`config.mk`:
```
export PLATFORM = sky130hd
export DESIGN_NAME = task_scheduler_with_monitors_top
export DESIGN_NICKNAME = d
export VERILOG_FILES = /design/src/sv/tsm_pkg.sv /design/src/sv/tsm_cmp.sv /design/src/sv/tsm_engine.sv /design/src/sv/task_scheduler_with_monitors_top.sv
export SDC_FILE = /design/constraint.sdc
export NUM_CORES = 2
export LEC_CHECK = 0
export BUFFER_PORTS_ARGS = -buffer_cell sky130_fd_sc_hd__buf_4
export CAP_MARGIN = 0
export CORE_MARGIN = 1.5
export CORE_UTILIZATION = 45
export CTS_BUF_LIST = sky130_fd_sc_hd__clkbuf_8
export CTS_CLUSTER_DIAMETER = 100
export DETAILED_ROUTE_END_ITERATION = 8
export PLACE_DENSITY = 0.68
export SLEW_MARGIN = 20
export SYNTH_ARGS = -nofsm -noshare
export SYNTH_HDL_FRONTEND = slang
export SYNTH_SLANG_ARGS = --single-unit
export TNS_END_PERCENT = 20
```
`constraint.sdc`:
```
create_clock -name aclk -period 7.6 [get_ports aclk]
set_input_delay 1.52 -clock aclk [delete_from_list [all_inputs] [get_ports aclk]]
set_output_delay 1.52 -clock aclk [all_outputs]
set_load 0.02 [all_outputs]
```
`src/sv/tsm_pkg.sv`:
```
// ----------------------------------------------------------------------------
// tsm_pkg
// Shared types and codes for the command-driven task scheduler.
// ----------------------------------------------------------------------------
package tsm_pkg;

    typedef enum logic [3:0] {
        OP_CREATE     = 4'd0,
        OP_READY      = 4'd1,
        OP_POP        = 4'd2,
        OP_TERMINATE  = 4'd3,
        OP_SLEEP      = 4'd4,
        OP_ROUSE      = 4'd5,
        OP_MON_CREATE = 4'd6,
        OP_ENTER      = 4'd7,
        OP_EXIT       = 4'd8,
        OP_WAIT       = 4'd9,
        OP_NOTIFY     = 4'd10
    } op_t;

    typedef enum logic [2:0] {
        ST_OK      = 3'd0,
        ST_BLOCKED = 3'd1,
        ST_ARG     = 3'd2,
        ST_STATE   = 3'd3,
        ST_NOSLOT  = 3'd4,
        ST_EMPTY   = 3'd5
    } status_t;

    typedef enum logic [2:0] {
        S_IDLE,
        S_EXEC,
        S_PUT_INIT,
        S_WALK,
        S_LINK,
        S_TAKE,
        S_ROUSE,
        S_DONE
    } state_t;

    // what follows an ordered insert
    typedef enum logic [1:0] {
        POST_DONE,
        POST_HAND,
        POST_ROUSE
    } post_t;

    // what a head removal serves
    typedef enum logic [1:0] {
        TK_POP,
        TK_HAND,
        TK_NOTIFY
    } take_t;

    typedef struct packed {
        logic [3:0]  op;
        logic [2:0]  pid;
        logic [1:0]  mon_id;
        logic [7:0]  priority_req;
        logic [63:0] time_value;
    } cmd_t;

    typedef struct packed {
        status_t    status;
        logic [2:0] pid_out;
        logic [1:0] mon_out;
        logic [3:0] moved_count;
    } result_t;

endpackage

```
`src/sv/tsm_cmp.sv`:
```
// ----------------------------------------------------------------------------
// tsm_cmp
// Shared 64-bit unsigned less-than unit for queue ordering and wake checks.
// ----------------------------------------------------------------------------
module tsm_cmp (
    input  logic [63:0] a,
    input  logic [63:0] b,
    output logic        lt
);
    assign lt = (a < b);
endmodule

```
`src/sv/tsm_engine.sv`:
```
// ----------------------------------------------------------------------------
// tsm_engine
// Process table, linked queues and monitors under a small sequencer.
// ----------------------------------------------------------------------------
module tsm_engine #(
    parameter int NUM_PROCESSES = 8,
    parameter int NUM_MONITORS  = 4,
    parameter int PRIORITY_BITS = 8
) (
    input  logic             aclk,
    input  logic             aresetn,
    input  logic             start,
    input  tsm_pkg::cmd_t    cmd,
    output logic             idle,
    output logic             res_valid,
    input  logic             res_take,
    output tsm_pkg::result_t res
);
    import tsm_pkg::*;

    localparam int IW = $clog2(NUM_PROCESSES + 1);
    localparam int PW = $clog2(NUM_PROCESSES);
    localparam int MW = (NUM_MONITORS > 1) ? $clog2(NUM_MONITORS) : 1;
    localparam int NQ = 2 + 2 * NUM_MONITORS;
    localparam int QW = $clog2(NQ);
    localparam logic [IW-1:0] NIL = IW'(NUM_PROCESSES);
    localparam logic [QW-1:0] QREADY = QW'(0);
    localparam logic [QW-1:0] QSLEEP = QW'(1);

    state_t state_reg, state_next;
    cmd_t   cmd_reg, cmd_next;

    logic [NUM_PROCESSES-1:0] in_use_reg, in_use_next;
    logic [NUM_PROCESSES-1:0] queued_reg, queued_next;
    logic [PRIORITY_BITS-1:0] prio_reg [NUM_PROCESSES];
    logic [PRIORITY_BITS-1:0] prio_next [NUM_PROCESSES];
    logic [63:0]              wake_reg [NUM_PROCESSES];
    logic [63:0]              wake_next [NUM_PROCESSES];
    logic [IW-1:0]            link_reg [NUM_PROCESSES];
    logic [IW-1:0]            link_next [NUM_PROCESSES];
    logic [IW-1:0]            head_reg [NQ];
    logic [IW-1:0]            head_next [NQ];
    logic [NUM_MONITORS-1:0]  mon_use_reg, mon_use_next;
    logic [NUM_MONITORS-1:0]  mon_busy_reg, mon_busy_next;
    logic [IW-1:0]            owner_reg [NUM_MONITORS];
    logic [IW-1:0]            owner_next [NUM_MONITORS];

    logic [QW-1:0] q_reg, q_next, take_q_reg, take_q_next;
    logic [IW-1:0] node_reg, node_next, t_reg, t_next, after_reg, after_next;
    logic [IW-1:0] guard_reg, guard_next, moved_reg, moved_next;
    logic [63:0]   key_reg, key_next;
    logic          by_wake_reg, by_wake_next;
    post_t         post_reg, post_next;
    take_t         tk_reg, tk_next;
    status_t       status_reg, status_next;
    logic [PW-1:0] pid_out_reg, pid_out_next;
    logic [MW-1:0] mon_out_reg, mon_out_next;

    // decode of the held command
    logic [PW-1:0] pidx;
    logic [MW-1:0] midx;
    logic [IW-1:0] pid_ext;
    logic [QW-1:0] qe, qc;
    logic          p_ok, m_ok;
    status_t       link_st;
    logic          free_found, mfree_found;
    logic [PW-1:0] free_idx;
    logic [MW-1:0] mfree_idx;
    state_t        exec_state;
    status_t       exec_status;

    logic [IW-1:0]            rd_idx;
    logic [PRIORITY_BITS-1:0] prio_rd;
    logic [63:0]              wake_rd;
    logic [63:0]              cmp_a, cmp_b;
    logic                     cmp_lt;
    logic [IW-1:0]            sleep_h, take_h;
    logic                     walk_stop, rouse_go;

    assign pidx    = PW'(cmd_reg.pid);
    assign midx    = MW'(cmd_reg.mon_id);
    assign pid_ext = IW'(cmd_reg.pid);
    assign qe      = QW'(2 + int'(midx));
    assign qc      = QW'(2 + NUM_MONITORS + int'(midx));
    assign p_ok    = (32'(cmd_reg.pid) < NUM_PROCESSES);
    assign m_ok    = (32'(cmd_reg.mon_id) < NUM_MONITORS) && mon_use_reg[midx];

    always_comb begin
        if (!in_use_reg[pidx]) begin
            link_st = ST_ARG;
        end else if (queued_reg[pidx]) begin
            link_st = ST_STATE;
        end else begin
            link_st = ST_OK;
        end
    end

    // lowest free process slot and monitor
    always_comb begin
        free_found  = 1'b0;
        free_idx    = '0;
        mfree_found = 1'b0;
        mfree_idx   = '0;
        for (int i = NUM_PROCESSES - 1; i >= 0; i--) begin
            if (!in_use_reg[i]) begin
                free_found = 1'b1;
                free_idx   = PW'(i);
            end
        end
        for (int j = NUM_MONITORS - 1; j >= 0; j--) begin
            if (!mon_use_reg[j]) begin
                mfree_found = 1'b1;
                mfree_idx   = MW'(j);
            end
        end
    end

    // command checks
    always_comb begin
        exec_state  = S_DONE;
        exec_status = ST_OK;
        case (cmd_reg.op)
            OP_CREATE: begin
                exec_status = free_found ? ST_OK : ST_NOSLOT;
            end
            OP_READY, OP_TERMINATE, OP_SLEEP: begin
                if (!p_ok) begin
                    exec_status = ST_ARG;
                end else if (link_st != ST_OK) begin
                    exec_status = link_st;
                end else if (cmd_reg.op != OP_TERMINATE) begin
                    exec_state = S_PUT_INIT;
                end
            end
            OP_POP: begin
                exec_state = S_TAKE;
            end
            OP_ROUSE: begin
                exec_state = S_ROUSE;
            end
            OP_MON_CREATE: begin
                exec_status = mfree_found ? ST_OK : ST_NOSLOT;
            end
            OP_ENTER: begin
                if (!m_ok || !p_ok) begin
                    exec_status = ST_ARG;
                end else if (mon_busy_reg[midx]) begin
                    if (link_st != ST_OK) begin
                        exec_status = link_st;
                    end else begin
                        exec_status = ST_BLOCKED;
                        exec_state  = S_PUT_INIT;
                    end
                end
            end
            OP_EXIT, OP_WAIT, OP_NOTIFY: begin
                if (!m_ok || !p_ok) begin
                    exec_status = ST_ARG;
                end else if (owner_reg[midx] != pid_ext) begin
                    exec_status = ST_STATE;
                end else if (cmd_reg.op == OP_WAIT) begin
                    if (link_st != ST_OK) begin
                        exec_status = link_st;
                    end else begin
                        exec_status = ST_BLOCKED;
                        exec_state  = S_PUT_INIT;
                    end
                end else begin
                    exec_state = S_TAKE;
                end
            end
            default: begin
                exec_status = ST_ARG;
            end
        endcase
    end

    assign sleep_h = head_reg[QSLEEP];
    assign take_h  = head_reg[take_q_reg];

    // single read port on the key tables
    always_comb begin
        case (state_reg)
            S_WALK:  rd_idx = t_reg;
            S_TAKE:  rd_idx = take_h;
            S_ROUSE: rd_idx = sleep_h;
            default: rd_idx = pid_ext;
        endcase
    end
    assign prio_rd = prio_reg[PW'(rd_idx)];
    assign wake_rd = wake_reg[PW'(rd_idx)];

    always_comb begin
        if (state_reg == S_ROUSE) begin
            cmp_a = cmd_reg.time_value;
            cmp_b = wake_rd;
        end else begin
            cmp_a = key_reg;
            cmp_b = by_wake_reg ? wake_rd : 64'(prio_rd);
        end
    end

    tsm_cmp u_cmp (
        .a  (cmp_a),
        .b  (cmp_b),
        .lt (cmp_lt)
    );

    // insert goes behind every entry whose key is not greater
    assign walk_stop = (t_reg == NIL) || (32'(guard_reg) >= NUM_PROCESSES) || cmp_lt;
    assign rouse_go  = (32'(moved_reg) < NUM_PROCESSES) && (sleep_h != NIL) && !cmp_lt;

    // next state
    always_comb begin
        state_next = state_reg;
        case (state_reg)
            S_IDLE:     if (start) state_next = S_EXEC;
            S_EXEC:     state_next = exec_state;
            S_PUT_INIT: state_next = S_WALK;
            S_WALK:     if (walk_stop) state_next = S_LINK;
            S_LINK: begin
                case (post_reg)
                    POST_HAND:  state_next = S_TAKE;
                    POST_ROUSE: state_next = S_ROUSE;
                    default:    state_next = S_DONE;
                endcase
            end
            S_TAKE: begin
                if (tk_reg == TK_POP || take_h == NIL) begin
                    state_next = S_DONE;
                end else begin
                    state_next = S_PUT_INIT;
                end
            end
            S_ROUSE:    state_next = rouse_go ? S_PUT_INIT : S_DONE;
            S_DONE:     if (res_take) state_next = S_IDLE;
            default:    state_next = S_IDLE;
        endcase
    end

    // datapath and table updates
    always_comb begin
        cmd_next      = cmd_reg;
        in_use_next   = in_use_reg;
        queued_next   = queued_reg;
        prio_next     = prio_reg;
        wake_next     = wake_reg;
        link_next     = link_reg;
        head_next     = head_reg;
        mon_use_next  = mon_use_reg;
        mon_busy_next = mon_busy_reg;
        owner_next    = owner_reg;
        q_next        = q_reg;
        take_q_next   = take_q_reg;
        node_next     = node_reg;
        t_next        = t_reg;
        after_next    = after_reg;
        guard_next    = guard_reg;
        moved_next    = moved_reg;
        key_next      = key_reg;
        by_wake_next  = by_wake_reg;
        post_next     = post_reg;
        tk_next       = tk_reg;
        status_next   = status_reg;
        pid_out_next  = pid_out_reg;
        mon_out_next  = mon_out_reg;

        case (state_reg)
            S_IDLE: begin
                if (start) cmd_next = cmd;
            end
            S_EXEC: begin
                status_next  = exec_status;
                pid_out_next = '0;
                mon_out_next = '0;
                moved_next   = '0;
                post_next    = POST_DONE;
                by_wake_next = 1'b0;
                node_next    = pid_ext;
                key_next     = 64'(prio_rd);
                case (cmd_reg.op)
                    OP_CREATE: begin
                        if (free_found) begin
                            in_use_next[free_idx] = 1'b1;
                            queued_next[free_idx] = 1'b0;
                            prio_next[free_idx]   = PRIORITY_BITS'(cmd_reg.priority_req);
                            link_next[free_idx]   = NIL;
                            pid_out_next          = free_idx;
                        end
                    end
                    OP_READY: begin
                        q_next = QREADY;
                    end
                    OP_SLEEP: begin
                        q_next       = QSLEEP;
                        key_next     = cmd_reg.time_value;
                        by_wake_next = 1'b1;
                        if (exec_state == S_PUT_INIT) wake_next[pidx] = cmd_reg.time_value;
                    end
                    OP_POP: begin
                        take_q_next = QREADY;
                        tk_next     = TK_POP;
                    end
                    OP_MON_CREATE: begin
                        if (mfree_found) begin
                            mon_use_next[mfree_idx]  = 1'b1;
                            mon_busy_next[mfree_idx] = 1'b0;
                            owner_next[mfree_idx]    = NIL;
                            head_next[QW'(2 + int'(mfree_idx))]                = NIL;
                            head_next[QW'(2 + NUM_MONITORS + int'(mfree_idx))] = NIL;
                            mon_out_next = mfree_idx;
                        end
                    end
                    OP_ENTER: begin
                        q_next = qe;
                        if (m_ok && p_ok && !mon_busy_reg[midx]) begin
                            mon_busy_next[midx] = 1'b1;
                            owner_next[midx]    = pid_ext;
                        end
                    end
                    OP_EXIT: begin
                        take_q_next = qe;
                        tk_next     = TK_HAND;
                    end
                    OP_WAIT: begin
                        q_next    = qc;
                        post_next = POST_HAND;
                    end
                    OP_NOTIFY: begin
                        take_q_next = qc;
                        tk_next     = TK_NOTIFY;
                    end
                    default: ;
                endcase
            end
            S_PUT_INIT: begin
                t_next     = head_reg[q_reg];
                after_next = NIL;
                guard_next = '0;
            end
            S_WALK: begin
                if (!walk_stop) begin
                    after_next = t_reg;
                    t_next     = link_reg[PW'(t_reg)];
                    guard_next = guard_reg + 1'b1;
                end
            end
            S_LINK: begin
                link_next[PW'(node_reg)] = t_reg;
                if (after_reg == NIL) begin
                    head_next[q_reg] = node_reg;
                end else begin
                    link_next[PW'(after_reg)] = node_reg;
                end
                queued_next[PW'(node_reg)] = 1'b1;
                if (post_reg == POST_HAND) begin
                    take_q_next = qe;
                    tk_next     = TK_HAND;
                end
            end
            S_TAKE: begin
                if (take_h != NIL) begin
                    head_next[take_q_reg]    = link_reg[PW'(take_h)];
                    link_next[PW'(take_h)]   = NIL;
                    queued_next[PW'(take_h)] = 1'b0;
                end
                node_next    = take_h;
                key_next     = 64'(prio_rd);
                by_wake_next = 1'b0;
                post_next    = POST_DONE;
                case (tk_reg)
                    TK_POP: begin
                        if (take_h == NIL) begin
                            status_next = ST_EMPTY;
                        end else begin
                            pid_out_next = PW'(take_h);
                        end
                    end
                    TK_HAND: begin
                        owner_next[midx] = take_h;
                        q_next           = QREADY;
                        if (take_h == NIL) mon_busy_next[midx] = 1'b0;
                    end
                    default: begin
                        q_next = qe;
                    end
                endcase
            end
            S_ROUSE: begin
                if (rouse_go) begin
                    head_next[QSLEEP]         = link_reg[PW'(sleep_h)];
                    link_next[PW'(sleep_h)]   = NIL;
                    queued_next[PW'(sleep_h)] = 1'b0;
                    moved_next   = moved_reg + 1'b1;
                    q_next       = QREADY;
                    node_next    = sleep_h;
                    key_next     = 64'(prio_rd);
                    by_wake_next = 1'b0;
                    post_next    = POST_ROUSE;
                end
            end
            default: ;
        endcase
    end

    always_ff @(posedge aclk) begin
        if (!aresetn) begin
            state_reg    <= S_IDLE;
            in_use_reg   <= '0;
            queued_reg   <= '0;
            mon_use_reg  <= '0;
            mon_busy_reg <= '0;
            for (int i = 0; i < NUM_PROCESSES; i++) link_reg[i] <= NIL;
            for (int i = 0; i < NQ; i++) head_reg[i] <= NIL;
            for (int i = 0; i < NUM_MONITORS; i++) owner_reg[i] <= NIL;
        end else begin
            state_reg    <= state_next;
            in_use_reg   <= in_use_next;
            queued_reg   <= queued_next;
            mon_use_reg  <= mon_use_next;
            mon_busy_reg <= mon_busy_next;
            link_reg     <= link_next;
            head_reg     <= head_next;
            owner_reg    <= owner_next;
        end
    end

    always_ff @(posedge aclk) begin
        cmd_reg     <= cmd_next;
        prio_reg    <= prio_next;
        wake_reg    <= wake_next;
        q_reg       <= q_next;
        take_q_reg  <= take_q_next;
        node_reg    <= node_next;
        t_reg       <= t_next;
        after_reg   <= after_next;
        guard_reg   <= guard_next;
        moved_reg   <= moved_next;
        key_reg     <= key_next;
        by_wake_reg <= by_wake_next;
        post_reg    <= post_next;
        tk_reg      <= tk_next;
        status_reg  <= status_next;
        pid_out_reg <= pid_out_next;
        mon_out_reg <= mon_out_next;
    end

    assign idle            = (state_reg == S_IDLE);
    assign res_valid       = (state_reg == S_DONE);
    assign res.status      = status_reg;
    assign res.pid_out     = 3'(pid_out_reg);
    assign res.mon_out     = 2'(mon_out_reg);
    assign res.moved_count = 4'(moved_reg);

endmodule

```
`src/sv/task_scheduler_with_monitors_top.sv`:
```
// ----------------------------------------------------------------------------
// task_scheduler_with_monitors_top
// Command-driven scheduler: process table, ordered queues and monitor locks.
// ----------------------------------------------------------------------------
// A command with no queue work passes from the command register through S_EXEC
// and S_DONE into the output register, once that register is free to take it.
// An ordered insert adds S_PUT_INIT, a link walk over up to NUM_PROCESSES entries
// and S_LINK; a rouse repeats removal + insert per moved process.
// Throughput: one command at a time; s_ready is high only while the sequencer
// is idle. A finished result waits in the output register.
// Reset (aresetn low, synchronous): tables empty, all queue links null.
module task_scheduler_with_monitors_top #(
    parameter int NUM_PROCESSES = 8,
    parameter int NUM_MONITORS  = 4,
    parameter int PRIORITY_BITS = 8
) (
    input  logic        aclk,
    input  logic        aresetn,
    input  logic        s_valid,
    output logic        s_ready,
    input  logic [3:0]  s_op,
    input  logic [2:0]  s_pid,
    input  logic [1:0]  s_mon_id,
    input  logic [7:0]  s_priority_req,
    input  logic [63:0] s_time_value,
    output logic        m_valid,
    input  logic        m_ready,
    output logic [2:0]  m_status,
    output logic [2:0]  m_pid_out,
    output logic [1:0]  m_mon_out,
    output logic [3:0]  m_moved_count
);
    import tsm_pkg::*;

    cmd_t    cmd;
    result_t res, res_reg, res_next;
    logic    idle, res_valid, res_take, start;
    logic    m_valid_reg, m_valid_next;

    assign cmd.op           = s_op;
    assign cmd.pid          = s_pid;
    assign cmd.mon_id       = s_mon_id;
    assign cmd.priority_req = s_priority_req;
    assign cmd.time_value   = s_time_value;

    assign s_ready  = idle;
    assign start    = s_valid && idle;
    assign res_take = !m_valid_reg || m_ready;

    tsm_engine #(
        .NUM_PROCESSES (NUM_PROCESSES),
        .NUM_MONITORS  (NUM_MONITORS),
        .PRIORITY_BITS (PRIORITY_BITS)
    ) u_engine (
        .aclk      (aclk),
        .aresetn   (aresetn),
        .start     (start),
        .cmd       (cmd),
        .idle      (idle),
        .res_valid (res_valid),
        .res_take  (res_take),
        .res       (res)
    );

    always_comb begin
        m_valid_next = m_valid_reg;
        res_next     = res_reg;
        if (res_valid && res_take) begin
            m_valid_next = 1'b1;
            res_next     = res;
        end else if (m_ready) begin
            m_valid_next = 1'b0;
        end
    end

    always_ff @(posedge aclk) begin
        if (!aresetn) begin
            m_valid_reg <= 1'b0;
        end else begin
            m_valid_reg <= m_valid_next;
        end
    end

    always_ff @(posedge aclk) begin
        res_reg <= res_next;
    end

    assign m_valid       = m_valid_reg;
    assign m_status      = res_reg.status;
    assign m_pid_out     = res_reg.pid_out;
    assign m_mon_out     = res_reg.mon_out;
    assign m_moved_count = res_reg.moved_count;

    a_busy_after_accept: assert property (@(posedge aclk) disable iff (!aresetn)
        (s_valid && s_ready) |=> !s_ready)
        else $error("sequencer still idle after a transaction was accepted");

    a_result_loaded: assert property (@(posedge aclk) disable iff (!aresetn)
        (res_valid && res_take) |=> m_valid)
        else $error("finished result not loaded into output register");

    a_status_known: assert property (@(posedge aclk) disable iff (!aresetn)
        m_valid |-> (m_status <= ST_EMPTY))
        else $error("status code out of range");

endmodule
```
==> metrics.txt <==
outcome=completed; slowest stage cell, crit path=edfxtp_1; CP top delay family=compound AO/OA/AOI/OAI gates; CTS tree=built; Max transition margin=19.2%; vias=31299; post-synthesis async set-or-reset flop share=0%; I/O Buffers=98; initial antenna violation count=2; Remaining DRCs=0; nets@finish=4017; # setup viols final=0; row count=111; Crit. End Element=flip-flop; WP depth=21; count of cell types in the netlist=103; max-cap viol count=0; share of the synthesized area in the top cell type=55.8%; worst path buffer plus inverter count=3; chip width=307 um; GRT Util Overall=24.8%; crit path max fanout=56; DR WL/cell=22.9 um; die area=94400 um^2; die height=307 um; Hold WS=0.415 ns; first-pass GRT wire length=181000 um; unrepaired setup endpoints after global routing=no; Int Power=10.2 mW; Placed Instances=4900; hpwl dp=71600 um; Critical R2R Launch=u_engine.take_q_reg[0]; power share of the clock group=22.8%; CP max stage delay=0.89 ns; peak supply drop=0.230 mV; min cycle time layout=7.23 ns; Layout Utilization=50.8%; Yosys warnings=0; Core Area=91700 um^2; clk_lat worst skew=0.85 ns; initial core utilization=45.5%; largest net degree at the start of global routing=96; Cell Area, Synth=41700 um^2; Max Buffers Root-to-Sink=3; max-slew violations=0; PwrDens=370 nW/um^2; CTS HTree Levels=4; synth top area cells=edfxtp_1 (56%), nand2_1 (8.3%), dfxtp_1 (5.6%), and3_1 (2.9%), nand3_1 (2.4%); worst-case clock skew=0.0678 ns; CTS resizes=0; Worst Reg2Reg Path Length in Cells=21; vias in the first global route=30303; First-pass DRT Iterations=6; Num CTS Buffers=150; DRT Wirelength=118000 um; Critical Path Sink=u_engine.key_reg[21]; CP Launch Point=u_engine.take_q_reg[0]; Sink Count=890; critical path class=flip-flop to flip-flop; sequential power share=37.8%; Mapped Nets=3932; CP Launch Type=flip-flop; Post-synth EDFFs=774; worst slew pin tran=1.21 ns; global route overflow=0; Critical Path, Cell by Cell=mux2i_1 -> o31a_1 -> o22ai_1 -> and2_4 -> buf_4 -> and3_1 -> a311oi_1 -> a31oi_1 -> a21o_1 -> ha_1 -> a21oi_1 -> o21ai_0 -> o2111ai_1 -> nand2_1 -> and4b_1 -> o21bai_1 -> o31a_1 -> o211ai_1 -> buf_4 -> nand2_4 -> buf_4; CTS clk-pin slew, worst paths=0.06 ns; Final Hold Vio Count=0; Sw Share=40.5%; Setup Buffers After CTS=0; Syn Inst Count=3781; cell taking the most area after synthesis=edfxtp_1; placer congestion estimate=0.940; Antenna Nets Post-Route=0; DR iter-0 viols=3415; max reg flops=512; Crit path top cell by count=buf_4; Lkg Pwr=16.9 nW; syn_area_per_cell=11.0 um^2; CP required=8.05 ns; Root Buffer=clkbuf_8; register bit total from synthesis=890; share of cells above drive strength 1=12.1%; WP data arrival=7.68 ns; FF-to-FF End=u_engine.key_reg[21]; Primary FF master, synth=edfxtp_1; R2R Setup Slk=0.37 ns; fin crit share=95.1%; Gate power share=39.4%; Seq/Total Area, Yosys=61.4%; P_sw=6.96 mW; Max Fclk=0.138 GHz; Syn-to-layout area delta=11.7%; Setup TNS Final=0 ns; HP Class=flip-flop to flip-flop; CTS Hold Bufs=0; number of top-level pins=99; final cell count without fillers=5173; DR vias/cell=6.05
## cell usage in the layout, fill, tap and decap left out, types with 43 or more instances in the layout
cell and count:
and3_1 191, mux2i_1 76, buf_4 181, o21ai_0 179, edfxtp_1 774, nand2_1 919, a21oi_1 113, inv_1 67
ha_1 66, nor3_1 47, dfxtp_1 116, nor2_1 199, a311oi_1 78, a31oi_1 43, clkbuf_8 154, nand3_1 199
## Yosys cell counts (10+ instances only)
cell type	count
nand2_1	921
edfxtp_1	774
nor2_1	206
nand3_1	200
and3_1	191
clkbuf_1	189
o21ai_0	181
dfxtp_1	116
a21oi_1	113
a311oi_1	78
mux2i_1	76
ha_1	66
nor3_1	51
a31oi_1	43
buf_2	36
o22ai_1	33
a22oi_1	30
nand2b_1	30
buf_1	28
a211oi_1	24
mux4_2	24
and2_1	21
nand4_1	20
a21o_1	18
inv_1	18
o211ai_1	16
a221oi_1	14
nor3b_1	12
o31ai_1	12
o21ai_1	11
nor2b_1	10
o21a_1	10
## routing by layer
layer | track usage (%) | part of all wire, % | wire (um) | up-vias
met3 | 4.60 | 8.6 | 10200 | 282
met2 | 39.1 | 47 | 55000 | 1572
li1 | - | - | - | 14219
met1 | 33.4 | 41 | 48700 | 15226
met5 | 0 | 0 | 0 | -
met4 | 11.0 | 3.7 | 4390 | 0
## metrics by stage
step	area (um^2)	setup slack, ns	power (mW)
5_1_grt	46500	0.0276	18.2
2_1_floorplan	41700	0.754	11.0
4_1_cts	46500	0.401	17.2
3_5_place_dp	43800	0.518	13.3
6_report	46500	0.372	17.2
3_3_place_gp	43800	0.639	13.2
## layout make-up
class / count / area, um^2
multi-input cells: 2610 / 15100
repair buffers: 192 / 1580
flip-flops and latches: 890 / 25600
clock inverters: 114 / 587
fillers: 8061 / 45100
diodes: 5 / 12.5
inverters: 22 / 83.8
well taps: 1186 / 1480
clock buffers: 154 / 2120
## how the worst min path moves through the flow
stage | slack, ns | depth (start not counted) | start | endpoint
4_1_cts | 0.42 | 0 | u_engine.status_reg[1] | m_status[1]
2_1_floorplan | 0.40 | 0 | u_engine.mon_out_reg[0] | m_mon_out[0]
5_1_grt | 0.43 | 0 | u_engine.status_reg[1] | m_status[1]
6_report | 0.42 | 0 | u_engine.status_reg[1] | m_status[1]
3_3_place_gp | 0.41 | 0 | u_engine.status_reg[1] | m_status[1]
3_5_place_dp | 0.40 | 0 | u_engine.status_reg[1] | m_status[1]
## kinds of logic after synthesis
kind of cell    after synthesis  share of synthesized area [%]
xor+xnor                      6                          0.126
compound gates              709                           11.8
flops                       890                           61.4
fa+ha+maj                    66                           1.98
simple gates               1718                           18.6
mux                         111                           3.43
buf+inv                     281                           2.75
## worst register-to-register path, cell delays in order, from the launching register on
cell	delay (ns)
edfxtp_1	0.89
mux2i_1	0.25
o31a_1	0.30
o22ai_1	0.49
and2_4	0.83
buf_4	0.49
and3_1	0.23
a311oi_1	0.06
a31oi_1	0.44
a21o_1	0.19
ha_1	0.13
a21oi_1	0.06
o21ai_0	0.41
o2111ai_1	0.32
nand2_1	0.16
and4b_1	0.20
o21bai_1	0.24
o31a_1	0.25
o211ai_1	0.09
buf_4	0.18
nand2_4	0.06
buf_4	0.53
## power by group through the flow
stage               combinational, mW  sequential [mW]  clock, mW
detailed placement               6.70             6.57          0
global route                     7.42             6.54       4.21
CTS                              6.73             6.48       3.99
finish                           6.78             6.49       3.92
floorplan                        4.64             6.31          0
global placement                 6.61             6.56          0
(Power assumes the default switching activity.)
